## src/sv/streaming_top_k_select_defines.svh

```systemverilog
// assertion macros for the streaming top-k select block
// no dependencies; taken in by files that carry concurrent assertions
`ifndef STREAMING_TOP_K_SELECT_DEFINES_SVH
`define STREAMING_TOP_K_SELECT_DEFINES_SVH

// same-cycle implication, sampled on the rising clock, off during reset
`define STKS_ASSERT_NOW(label, clk, rst, ante, cons, msg) \
   label: assert property (@(posedge clk) disable iff (rst) (ante) |-> (cons)) \
      else $error(msg);

// next-cycle implication, sampled on the rising clock, off during reset
`define STKS_ASSERT_NEXT(label, clk, rst, ante, cons, msg) \
   label: assert property (@(posedge clk) disable iff (rst) (ante) |=> (cons)) \
      else $error(msg);

`endif

```

## src/sv/stks_pkg.sv

```systemverilog
// shared types, constants and helpers for the streaming top-k select block
// no dependencies; used by stks_cell and streaming_top_k_select
package stks_pkg;

   // fixed field widths
   localparam int DATA_W    = 32;
   localparam int CSR_IDX_W = 4;
   localparam int KCFG_W    = 6;
   // effective k is at most 63, so seven bits always hold it
   localparam int KEFF_W    = 7;

   // default number of cells in the chain
   localparam int MAX_K_DEFAULT = 32;

   // register indexes of the write port
   localparam logic [CSR_IDX_W-1:0] CSR_KEEP_LARGEST  = CSR_IDX_W'(0);
   localparam logic [CSR_IDX_W-1:0] CSR_K_IN_USE      = CSR_IDX_W'(1);
   localparam logic [CSR_IDX_W-1:0] CSR_USE_GIVEN_IDS = CSR_IDX_W'(2);
   localparam logic [CSR_IDX_W-1:0] CSR_INDEX_BASE    = CSR_IDX_W'(3);

   // input item kinds
   localparam logic KIND_CANDIDATE = 1'b0;
   localparam logic KIND_FINISH    = 1'b1;

   // marker id of an empty slot
   localparam logic [DATA_W-1:0] EMPTY_ID = {DATA_W{1'b1}};

   // one kept entry
   typedef struct packed {
      logic                     valid;
      logic signed [DATA_W-1:0] distance;
      logic        [DATA_W-1:0] id;
   } entry_type;

   localparam entry_type EMPTY_ENTRY = '{valid: 1'b0, distance: '0, id: EMPTY_ID};

   // candidate broadcast to every cell
   typedef struct packed {
      logic signed [DATA_W-1:0] distance;
      logic        [DATA_W-1:0] id;
   } cand_type;

   // per-cycle command broadcast to every cell
   typedef struct packed {
      logic keep_largest;
      logic clear_all;
      logic insert;
      logic shift_out;
   } cell_ctl_type;

   // distance that an empty slot stands for
   function automatic logic signed [DATA_W-1:0] extreme_dist(input logic keep_largest);
      logic signed [DATA_W-1:0] res;
      res = keep_largest ? {1'b1, {(DATA_W-1){1'b0}}} : {1'b0, {(DATA_W-1){1'b1}}};
      return res;
   endfunction

endpackage

```

## src/sv/stks_cell.sv

```systemverilog
// one slot of the sorted insertion chain: holds an entry and its valid bit
// depends on stks_pkg; instantiated by streaming_top_k_select
module stks_cell (
   input  logic                    clock,
   input  logic                    reset,
   input  stks_pkg::cell_ctl_type  ctl,
   input  stks_pkg::cand_type      cand,
   input  logic                    in_use,
   input  logic                    left_better,
   input  stks_pkg::entry_type     left_entry,
   input  stks_pkg::entry_type     right_entry,
   output logic                    better,
   output stks_pkg::entry_type     entry
);

   stks_pkg::entry_type      entry_ff;
   stks_pkg::entry_type      entry_in;
   logic signed [stks_pkg::DATA_W-1:0] eff_dist;

   // an empty slot compares as the extreme value of the mode
   assign eff_dist = entry_ff.valid ? entry_ff.distance
                                    : stks_pkg::extreme_dist(ctl.keep_largest);
   assign better   = ctl.keep_largest ? (cand.distance > eff_dist) : (cand.distance < eff_dist);

   // next entry: clear, shift toward the head, or insert with push toward the tail
   always_comb begin
      entry_in = entry_ff;
      priority if (ctl.clear_all || !in_use) begin
         entry_in.valid = 1'b0;
      end else if (ctl.shift_out) begin
         entry_in = right_entry;
      end else if (ctl.insert && better) begin
         if (left_better) begin
            entry_in = left_entry;
         end else begin
            entry_in.valid    = 1'b1;
            entry_in.distance = cand.distance;
            entry_in.id       = cand.id;
         end
      end
   end

   // valid bit is reset, payload is not
   always_ff @(posedge clock) begin
      if (reset) begin
         entry_ff.valid <= 1'b0;
      end else begin
         entry_ff.valid <= entry_in.valid;
      end
      entry_ff.distance <= entry_in.distance;
      entry_ff.id       <= entry_in.id;
   end

   assign entry = entry_ff;

endmodule
```

## config.mk

```make
export PLATFORM = sky130hd
export DESIGN_NAME = stks_cell
export DESIGN_NICKNAME = d
export VERILOG_FILES = /design/src/sv/streaming_top_k_select_defines.svh /design/src/sv/stks_pkg.sv /design/src/sv/stks_cell.sv
export SDC_FILE = /design/constraint.sdc
export NUM_CORES = 1
export LEC_CHECK = 0
export CAP_MARGIN = 20
export CORE_UTILIZATION = 25
export CTS_BUF_LIST = sky130_fd_sc_hd__clkbuf_4 sky130_fd_sc_hd__clkbuf_8 sky130_fd_sc_hd__clkbuf_16
export CTS_CLUSTER_DIAMETER = 50
export CTS_CLUSTER_SIZE = 25
export DETAILED_ROUTE_END_ITERATION = 12
export DONT_BUFFER_PORTS = 1
export HOLD_SLACK_MARGIN = 0.08
export PLACE_DENSITY = 0.49
export SETUP_SLACK_MARGIN = 0.02
export SLEW_MARGIN = 20
export SYNTH_ARGS = -nofsm -noshare
export SYNTH_HDL_FRONTEND = slang
export SYNTH_SLANG_ARGS = --single-unit
```

## constraint.sdc

```tcl
create_clock -name clock -period 10.35 [get_ports clock]
set_input_delay 1.035 -clock clock [delete_from_list [all_inputs] [get_ports clock]]
set_output_delay 1.035 -clock clock [all_outputs]
set_load 0.02 [all_outputs]
```

==> results of run 1 <==
-- Yosys cell counts, types with 2 or more instances --
cell / instances
nand2_1: 70
ha_1: 32
a21o_1: 6
edfxtp_1: 64
clkbuf_1: 23
nand3_1: 4
nor4_1: 2
nor2_1: 4
a221oi_1: 2
buf_1: 3
o21ai_0: 68
nand4_1: 6
a21oi_1: 40
mux2i_1: 65
inv_1: 5
-- cells in the final DEF (no fill, tap or decap), types with 2 or more instances in the layout --
cell type	instances
nand3_1	4
nor4_1	2
clkbuf_16	9
a221oi_1	2
o21ai_0	68
nor2_1	3
nand2_1	70
bufinv_16	3
mux2i_1	65
ha_1	32
edfxtp_1	64
a21o_1	6
a21oi_1	40
clkinv_4	2
inv_1	5
nand4_1	6
-- per-stage QoR --
stage | setup slack [ns] | util [%] | hold slack, ns
after CTS | 5.43 | 28.7 | 0.840
after floorplan | 5.21 | - | 0.848
after detailed placement | 5.47 | 26.6 | 1.02
final | 5.59 | 28.8 | 0.864
after global placement | 5.44 | 26.6 | 1.01
after global routing | 5.19 | 28.8 | 0.848
-- report_power, final --
part | total (mW) | internal, mW | switching, mW
Combinational | 0.0845 | 0.0407 | 0.0438
Sequential | 0.330 | 0.307 | 0.0223
Clock | 0.353 | 0.235 | 0.118
Total | 0.768 | 0.583 | 0.184
-- path summary, 6_finish.rpt --
check / startpoint / depth (start not counted) / to / slack, ns
worst min-delay path: reset / 2 / entry[64]$_SDFFE_PP0P_ / 0.86
worst max-delay path: ctl[3] / 11 / better / 5.59
worst max register to register: entry[64]$_SDFFE_PP0P_ / 12 / entry[44]$_DFFE_PP_ / 6.17
worst min register to register: entry[64]$_SDFFE_PP0P_ / 2 / entry[64]$_SDFFE_PP0P_ / 1.02
-- per-layer routing --
layer  global-route usage (%)  part of all wire [%]  vias to the layer above  wire length (um)
li1                         -                     -                     1526                 -
met1                     14.6                    39                     1431              4590
met2                     22.7                    49                      173              5750
met3                     5.50                   8.8                       22              1040
met4                     7.15                   3.2                        0               381
met5                        0                     0                        -                 0
-- cells by family after synthesis --
family	synth area share, %
flip-flops	45.8
adder cells (fa/ha/maj)	9.43
AND/OR/NAND/NOR	9.70
buffers and inverters	3.33
XOR/XNOR	0.206
multiplexers	15.6
AO/OA/AOI/OAI	16.0
-- cell type report --
type	count	area [um2]
fill	1730	11800
clock inverter	7	119
timing repair buffer	2	27.5
sequential	65	1940
tap	220	275
clock buffer	9	225
multi-input combinational	318	2170
inverter	5	18.8
==> flow_metrics.py, run 1 <==
metrics = {
    "clock_network": {
        "holdBufCountCts": 0,
        "clk_pin_slew_ns": 0.05,
        "cts_tree": "built",
        "cts_root_buf": "clkbuf_16",
        "cts_inserted_buffers": 9,
        "h-tree-depth": 3,
        "cts.repair.resized": 0,
        "cts.sinks": 65,
        "post_cts_buffers": 0,
        "clockBufferDepth": 2,
        "clk_latency_ns": 0.34,
    },
    "routing": {
        "drc": 0,
        "ant_nets": 0,
        "dr.pass1.iters": 4,
        "via_per_inst": 5.04,
        "drtIter0Drc": 114,
        "via_count": 3152,
        "wire_per_inst_um": 18.8,
        "routed_wl_mm": 11.8,
    },
    "global_route": {
        "grt_max_degree": 131,
        "grt_use_total_pct": 13.5,
        "grt_pass1_wl_mm": 17.7,
        "grt-ovfl-total": 0,
        "antenna_found_initial": 0,
        "grt_pass1_vias": 3251,
    },
    "floorplan": {
        "dieArea_um2": 17500,
        "fp.dieH_um": 132,
        "core_area_um2": 16600,
        "pin_count": 268,
        "fp.dieW_um": 132,
        "start_util_pct": 25.6,
        "floorplan.rows": 47,
    },
    "timing": {
        "rsz0062_at_grt": "no",
        "tightest_slew_ns": 0.787,
        "finalSetupViolations": 0,
        "fmaxAchievable_ghz": 0.210,
        "relSlewSlack_pct": 47.5,
        "tns_ns": 0,
        "maxSlewViolCount": 0,
        "min_period_ns": 4.76,
        "clock_skew_ns": 0.00997,
        "timing.final.crit_share_pct": 46.0,
        "final_hold_viol_count": 0,
    },
    "synth": {
        "ys_seq_area_share_pct": 45.8,
        "synth_cell_types": 37,
        "synth_top_area_cell": "edfxtp_1",
        "syn_inst": 416,
        "synth_edf_count": 64,
        "syn_avg_cell_area_um2": 10.2,
        "syn_nets": 650,
        "yosys-top-cells-area": "edfxtp_1 45%, mux2i_1 15%, ha_1 9.4%, o21ai_0 8.0%, nand2_1 6.2%",
        "synth_top_area_share_pct": 45.3,
        "synth-seq-cells": 65,
        "netlist_area_um2": 4240,
        "synth_warnings": 0,
        "ys_async_sr_fraction_pct": 0,
        "synthFlopType": "edfxtp_1",
    },
    "final_layout": {
        "stdcell_count": 626,
        "synthToLayoutAreaGrowth_pct": 12.5,
        "nets": 635,
        "largest_reg_flops": 65,
        "diodes": 0,
        "final_design_area_no_fill_um2": 4780,
        "drive_above_1_share_pct": 5.67,
    },
    "hold_path": {
        "holdCritPathClass": "input port to flip-flop",
    },
    "critical_path": {
        "crit_family": "simple AND/OR/NAND/NOR gates",
        "slowest_delay_ns": 0.55,
        "endpoint_kind": "output port",
        "start_kind": "input port",
        "worst-path-max-fanout": 31,
        "critPathBufInv": 1,
        "crit_type": "input port to output port",
        "cpMaxStageDelayCell": "nor4_1",
        "cp_data_required_time_ns": 9.32,
        "arrival_ns": 3.73,
        "path_cells": "nor2_2, buf_4, a21oi_1, ha_1, nand4_1, nor4_1, a21boi_0, o31a_1, nor2_1, xor2_1, mux2_2",
    },
    "place": {
        "dp.cells": 609,
        "port_buffers": 0,
        "placed_area_um2": 4410,
        "gp_congestion": 0.771,
        "dpl.hpwl_mm": 8.77,
    },
    "pwr": {
        "fin_total_pwr_uw": 768,
        "peakVddDrop_uv": 74.7,
        "cellPowerDensity_nw_per_um2": 161,
        "p_leak_nw": 1.87,
    },
    "outcome": {
        "status": "completed",
    },
    "flow_run": {
        "max-cap-violations": 0,
    },
}
Note: power is estimated with default switching activity, not from simulation.
==> run 2, diff against run 1 <==
Clock period 10.35 ns to 4.5 ns, I/O delays scaled along.
==> flow_metrics.py, run 2 (synthesis results as in run 1) <==
metrics = {
    "outcome": {
        "status": "completed",
    },
    "final_layout": {
        "nets": 636,
        "largest_reg_flops": 65,
        "mostFrequentLayoutCells": "70 x nand2_1, 68 x o21ai_0, 65 x mux2i_1",
        "synthToLayoutAreaGrowth_pct": 12.1,
        "n_fill_cell": 1743,
        "diodes": 0,
        "multi_input_area_um2": 2170,
        "regArea_um2": 1940,
        "layout_commonest_cell": "nand2_1",
        "drive_above_1_share_pct": 5.90,
        "final_design_area_no_fill_um2": 4760,
    },
    "clock_network": {
        "post_cts_buffers": 0,
        "clockBufferDepth": 2,
        "cts.sinks": 65,
        "cts.repair.resized": 0,
        "clk_latency_ns": 0.34,
        "cts_inserted_buffers": 9,
        "holdBufCountCts": 0,
        "h-tree-depth": 3,
        "cts_root_buf": "clkbuf_16",
        "clk_pin_slew_ns": 0.05,
        "cts_tree": "built",
    },
    "timing": {
        "finalSetupViolations": 0,
        "maxSlewViolCount": 0,
        "rsz0062_at_grt": "no",
        "relSlewSlack_pct": 60.4,
        "tns_ns": 0,
        "timing.final.crit_share_pct": 89.5,
        "min_period_ns": 4.03,
        "clock_skew_ns": 0.00736,
        "tightest_slew_ns": 0.588,
        "final_hold_viol_count": 0,
        "fmaxAchievable_ghz": 0.248,
    },
    "routing": {
        "drtIter0Drc": 94,
        "drc": 0,
        "wire_per_inst_um": 19.4,
        "via_count": 3180,
        "routed_wl_mm": 12.1,
        "ant_nets": 0,
        "dr.pass1.iters": 5,
        "via_per_inst": 5.07,
    },
    "floorplan": {
        "core_area_um2": 16600,
        "pin_count": 268,
        "fp.dieW_um": 132,
        "floorplan.rows": 47,
        "dieArea_um2": 17500,
        "start_util_pct": 25.6,
        "fp.dieH_um": 132,
    },
    "place": {
        "dpl.hpwl_mm": 9.28,
        "gp_congestion": 0.801,
        "placed_area_um2": 4440,
        "port_buffers": 0,
    },
    "flow_run": {
        "max-cap-violations": 0,
    },
    "critical_path": {
        "worst-path-max-fanout": 18,
        "arrival_ns": 3.58,
        "cp_data_required_time_ns": 4.05,
        "endpoint_kind": "output port",
        "ff2ff_setup_slack_ns": 0.51,
        "worstSetupStartpoint": "entry[64]$_SDFFE_PP0P_",
        "ff2ff_path_depth": 11,
        "crit_type": "flip-flop to output port",
        "rr_startpoint": "entry[64]$_SDFFE_PP0P_",
        "critPathCapture": "better",
        "start_kind": "flip-flop",
        "reg2reg_to": "entry[12]$_DFFE_PP_",
    },
    "hold_path": {
        "holdCritPathClass": "input port to flip-flop",
    },
    "global_route": {
        "grt_max_degree": 131,
        "antenna_found_initial": 0,
        "grt_use_total_pct": 13.8,
        "grt-ovfl-total": 0,
        "grt_pass1_wl_mm": 17.9,
        "grt_pass1_vias": 3268,
    },
    "pwr": {
        "p_seq_share_pct": 44.0,
        "comb_power_share_pct": 11.6,
        "clkPwrFrac_pct": 44.4,
        "p_int_mw": 1.29,
        "peakVddDrop_uv": 195,
        "p_leak_nw": 1.86,
        "netSwitchingFraction_pct": 25.1,
        "switchingPower_uw": 432,
        "cellPowerDensity_nw_per_um2": 361,
    },
}
## run 2: cell types whose count changed in the layout (fill, tap and decap cells not counted), sizes merged
cell / delta
inv: +1
bufinv: -1
buf: +1
## run 2: final cells by class
type	count	share of cell area [%]
Clock inverter	7	1.97
Tap cell	220	5.78
Inverter	5	0.394
Multi-Input combinational cell	318	45.5
Timing Repair Buffer	3	0.736
Sequential cell	65	40.8
Clock buffer	9	4.73
## run 2: worst min-delay path by stage
stage / start / endpoint / slack (ns) / cells after the start
global route: reset / entry[64]$_SDFFE_PP0P_ / 0.26 / 2
detailed placement: reset / entry[64]$_SDFFE_PP0P_ / 0.63 / 2
CTS: reset / entry[64]$_SDFFE_PP0P_ / 0.26 / 2
floorplan: reset / entry[64]$_SDFFE_PP0P_ / 0.62 / 2
finish: reset / entry[64]$_SDFFE_PP0P_ / 0.28 / 2
global placement: reset / entry[64]$_SDFFE_PP0P_ / 0.63 / 2
## run 2: metrics by stage
stage	hold slack [ns]	cells	power (mW)	worst slack, ns	util [%]
global route	0.264	627	1.80	0.188	28.7
global placement	0.631	611	0.962	0.469	26.8
floorplan	0.622	416	0.944	0.556	-
detailed placement	0.628	611	0.974	0.419	26.8
finish	0.278	627	1.72	0.473	28.7
CTS	0.260	627	1.75	0.340	28.7
## run 2: routing by layer
metal / share of wire [%] / wire (um) / track usage [%] / up-vias
li1: - / - / - / 1533
met1: 39 / 4760 / 14.7 / 1436
met2: 48 / 5810 / 23.3 / 182
met3: 8.2 / 1000 / 4.73 / 29
met4: 4.7 / 566 / 9.13 / 0
met5: 0 / 0 / 0 / -
## run 2: worst max-delay path, cell delays in order, from the launching register on
cell and delay [ns]:
dfxtp_2 0.54, buf_4 0.35, a21oi_1 0.11, ha_1 0.31, nand4_1 0.14, nor4_1 0.58
a21boi_0 0.32, o31a_1 0.21, nor2_1 0.06, xor2_1 0.17, mux2_2 0.42
## run 2: power groups by stage
stage                     combinational (mW)  sequential, mW  clock [mW]
after global placement                 0.193           0.769           0
after CTS                              0.206           0.756       0.789
after floorplan                        0.184           0.760           0
final                                  0.200           0.756       0.762
after global routing                   0.230           0.758       0.809
after detailed placement               0.205           0.769           0
==> run 3, diff against run 2 <==
Settings changed: BUFFER_PORTS_ARGS set to -buffer_cell sky130_fd_sc_hd__buf_2, DONT_BUFFER_PORTS 1 to unset, PLACE_DENSITY 0.49 to 0.63.
==> flow_metrics.py, run 3 (synthesis results as in run 1) <==
metrics = {
    "outcome": {
        "status": "completed",
    },
    "global_route": {
        "grt_max_degree": 68,
        "grt_pass1_wl_mm": 20.4,
        "grt_use_total_pct": 15.1,
        "grt_pass1_vias": 4133,
        "grt-ovfl-total": 0,
        "antenna_found_initial": 0,
    },
    "floorplan": {
        "core_area_um2": 16600,
        "fp.dieH_um": 132,
        "start_util_pct": 25.6,
        "pin_count": 268,
        "dieArea_um2": 17500,
        "floorplan.rows": 47,
        "fp.dieW_um": 132,
    },
    "final_layout": {
        "diodes": 0,
        "mostFrequentLayoutCells": "265 x buf_2, 70 x nand2_1, 68 x o21ai_0",
        "n_fill_cell": 1732,
        "synthToLayoutAreaGrowth_pct": 44.0,
        "drive_above_1_share_pct": 43.3,
        "final_design_area_no_fill_um2": 6110,
        "layout_commonest_cell": "buf_2",
        "nets": 906,
        "stdcell_count": 897,
        "largest_reg_flops": 65,
    },
    "timing": {
        "tns_ns": 0,
        "final_hold_viol_count": 0,
        "tightest_slew_ns": 0.683,
        "maxSlewViolCount": 0,
        "rsz0062_at_grt": "no",
        "min_period_ns": 3.76,
        "relSlewSlack_pct": 54.5,
        "fmaxAchievable_ghz": 0.266,
        "timing.final.crit_share_pct": 83.5,
        "finalSetupViolations": 0,
        "clock_skew_ns": 0.0114,
    },
    "routing": {
        "via_count": 3997,
        "drc": 0,
        "drtIter0Drc": 86,
        "wire_per_inst_um": 14.4,
        "ant_nets": 0,
        "via_per_inst": 4.46,
        "routed_wl_mm": 13.0,
        "dr.pass1.iters": 4,
    },
    "pwr": {
        "peakVddDrop_uv": 166,
        "p_leak_nw": 2.92,
        "cellPowerDensity_nw_per_um2": 294,
        "fin_total_pwr_mw": 1.79,
    },
    "clock_network": {
        "cts.repair.resized": 0,
        "cts.sinks": 65,
        "clk_latency_ns": 0.34,
        "clockBufferDepth": 2,
        "holdBufCountCts": 0,
        "cts_inserted_buffers": 9,
        "cts_root_buf": "clkbuf_16",
        "post_cts_buffers": 0,
        "clk_pin_slew_ns": 0.06,
        "cts_tree": "built",
        "h-tree-depth": 3,
    },
    "critical_path": {
        "worst-path-max-fanout": 34,
        "cp_data_required_time_ns": 4.05,
        "arrival_ns": 3.31,
        "endpoint_kind": "output port",
        "crit_type": "flip-flop to output port",
        "ff2ff_path_depth": 11,
        "start_kind": "flip-flop",
    },
    "place": {
        "port_buffers": 267,
        "dp.cells": 881,
        "placed_area_um2": 5810,
        "gp_congestion": 0.763,
        "dpl.hpwl_mm": 10.2,
    },
    "flow_run": {
        "max-cap-violations": 0,
    },
    "hold_path": {
        "holdCritPathClass": "input port to flip-flop",
        "holdPathStages": 3,
    },
}
-- run 3: cell types whose count changed in the layout (fill, tap and decap cells not counted) --
cell | previous run | this run
buf_2 | 0 | 265
buf_4 | 2 | 6
buf_12 | 1 | 2
bufinv_16 | 2 | 1
clkinv_4 | 1 | 2
clkinvlp_4 | 1 | 2
dfxtp_1 | 0 | 1
dfxtp_2 | 1 | 0
inv_6 | 1 | 0
-- run 3: final cells by class --
type / count / area [um2] / share of cell area, %
Multi-Input combinational cell: 318 / 2170 / 35.5
Sequential cell: 65 / 1940 / 31.8
Timing Repair Buffer: 273 / 1410 / 23.1
Tap cell: 220 / 275 / 4.50
Clock buffer: 9 / 225 / 3.69
Clock inverter: 7 / 71.3 / 1.17
Inverter: 5 / 18.8 / 0.307
-- run 3: power by group --
group | internal (mW) | leakage, nW | switching, mW
sequential | 0.705 | 0.605 | 0.0105
clock | 0.427 | 0.139 | 0.270
combinational | 0.173 | 2.18 | 0.209
-- run 3: through the flow --
stage,worst slack [ns],hold WS (ns),utilization [%]
after floorplan,0.556,0.622,-
after CTS,0.646,0.355,36.8
final,0.743,0.366,36.8
after global placement,0.707,0.717,35.1
after global routing,0.467,0.360,36.8
after detailed placement,0.639,0.724,35.1
-- run 3: metal layers --
layer | vias to the layer above | track usage [%] | wire length [um]
li1 | 2070 | - | -
met1 | 1732 | 16.5 | 5420
met2 | 174 | 26.8 | 6330
met3 | 21 | 5.11 | 935
met4 | 0 | 6.00 | 271
met5 | - | 0 | 0
-- run 3: final timing paths --
path | startpoint | end | slack, ns
setup / recovery | entry[64]$_SDFFE_PP0P_ | better | 0.74
setup reg to reg | entry[64]$_SDFFE_PP0P_ | entry[44]$_DFFE_PP_ | 0.92
hold / removal | reset | entry[64]$_SDFFE_PP0P_ | 0.37
hold reg to reg | entry[64]$_SDFFE_PP0P_ | entry[64]$_SDFFE_PP0P_ | 0.97
-- run 3: worst max-delay path, stage by stage (launching register included) --
cell	delay, ns
dfxtp_1	0.34
buf_4	0.34
a21oi_1	0.13
ha_1	0.31
a21o_1	0.18
a21o_1	0.17
a221o_1	0.32
o31a_1	0.33
nor2_1	0.14
xor2_1	0.16
mux2_2	0.36
buf_2	0.16
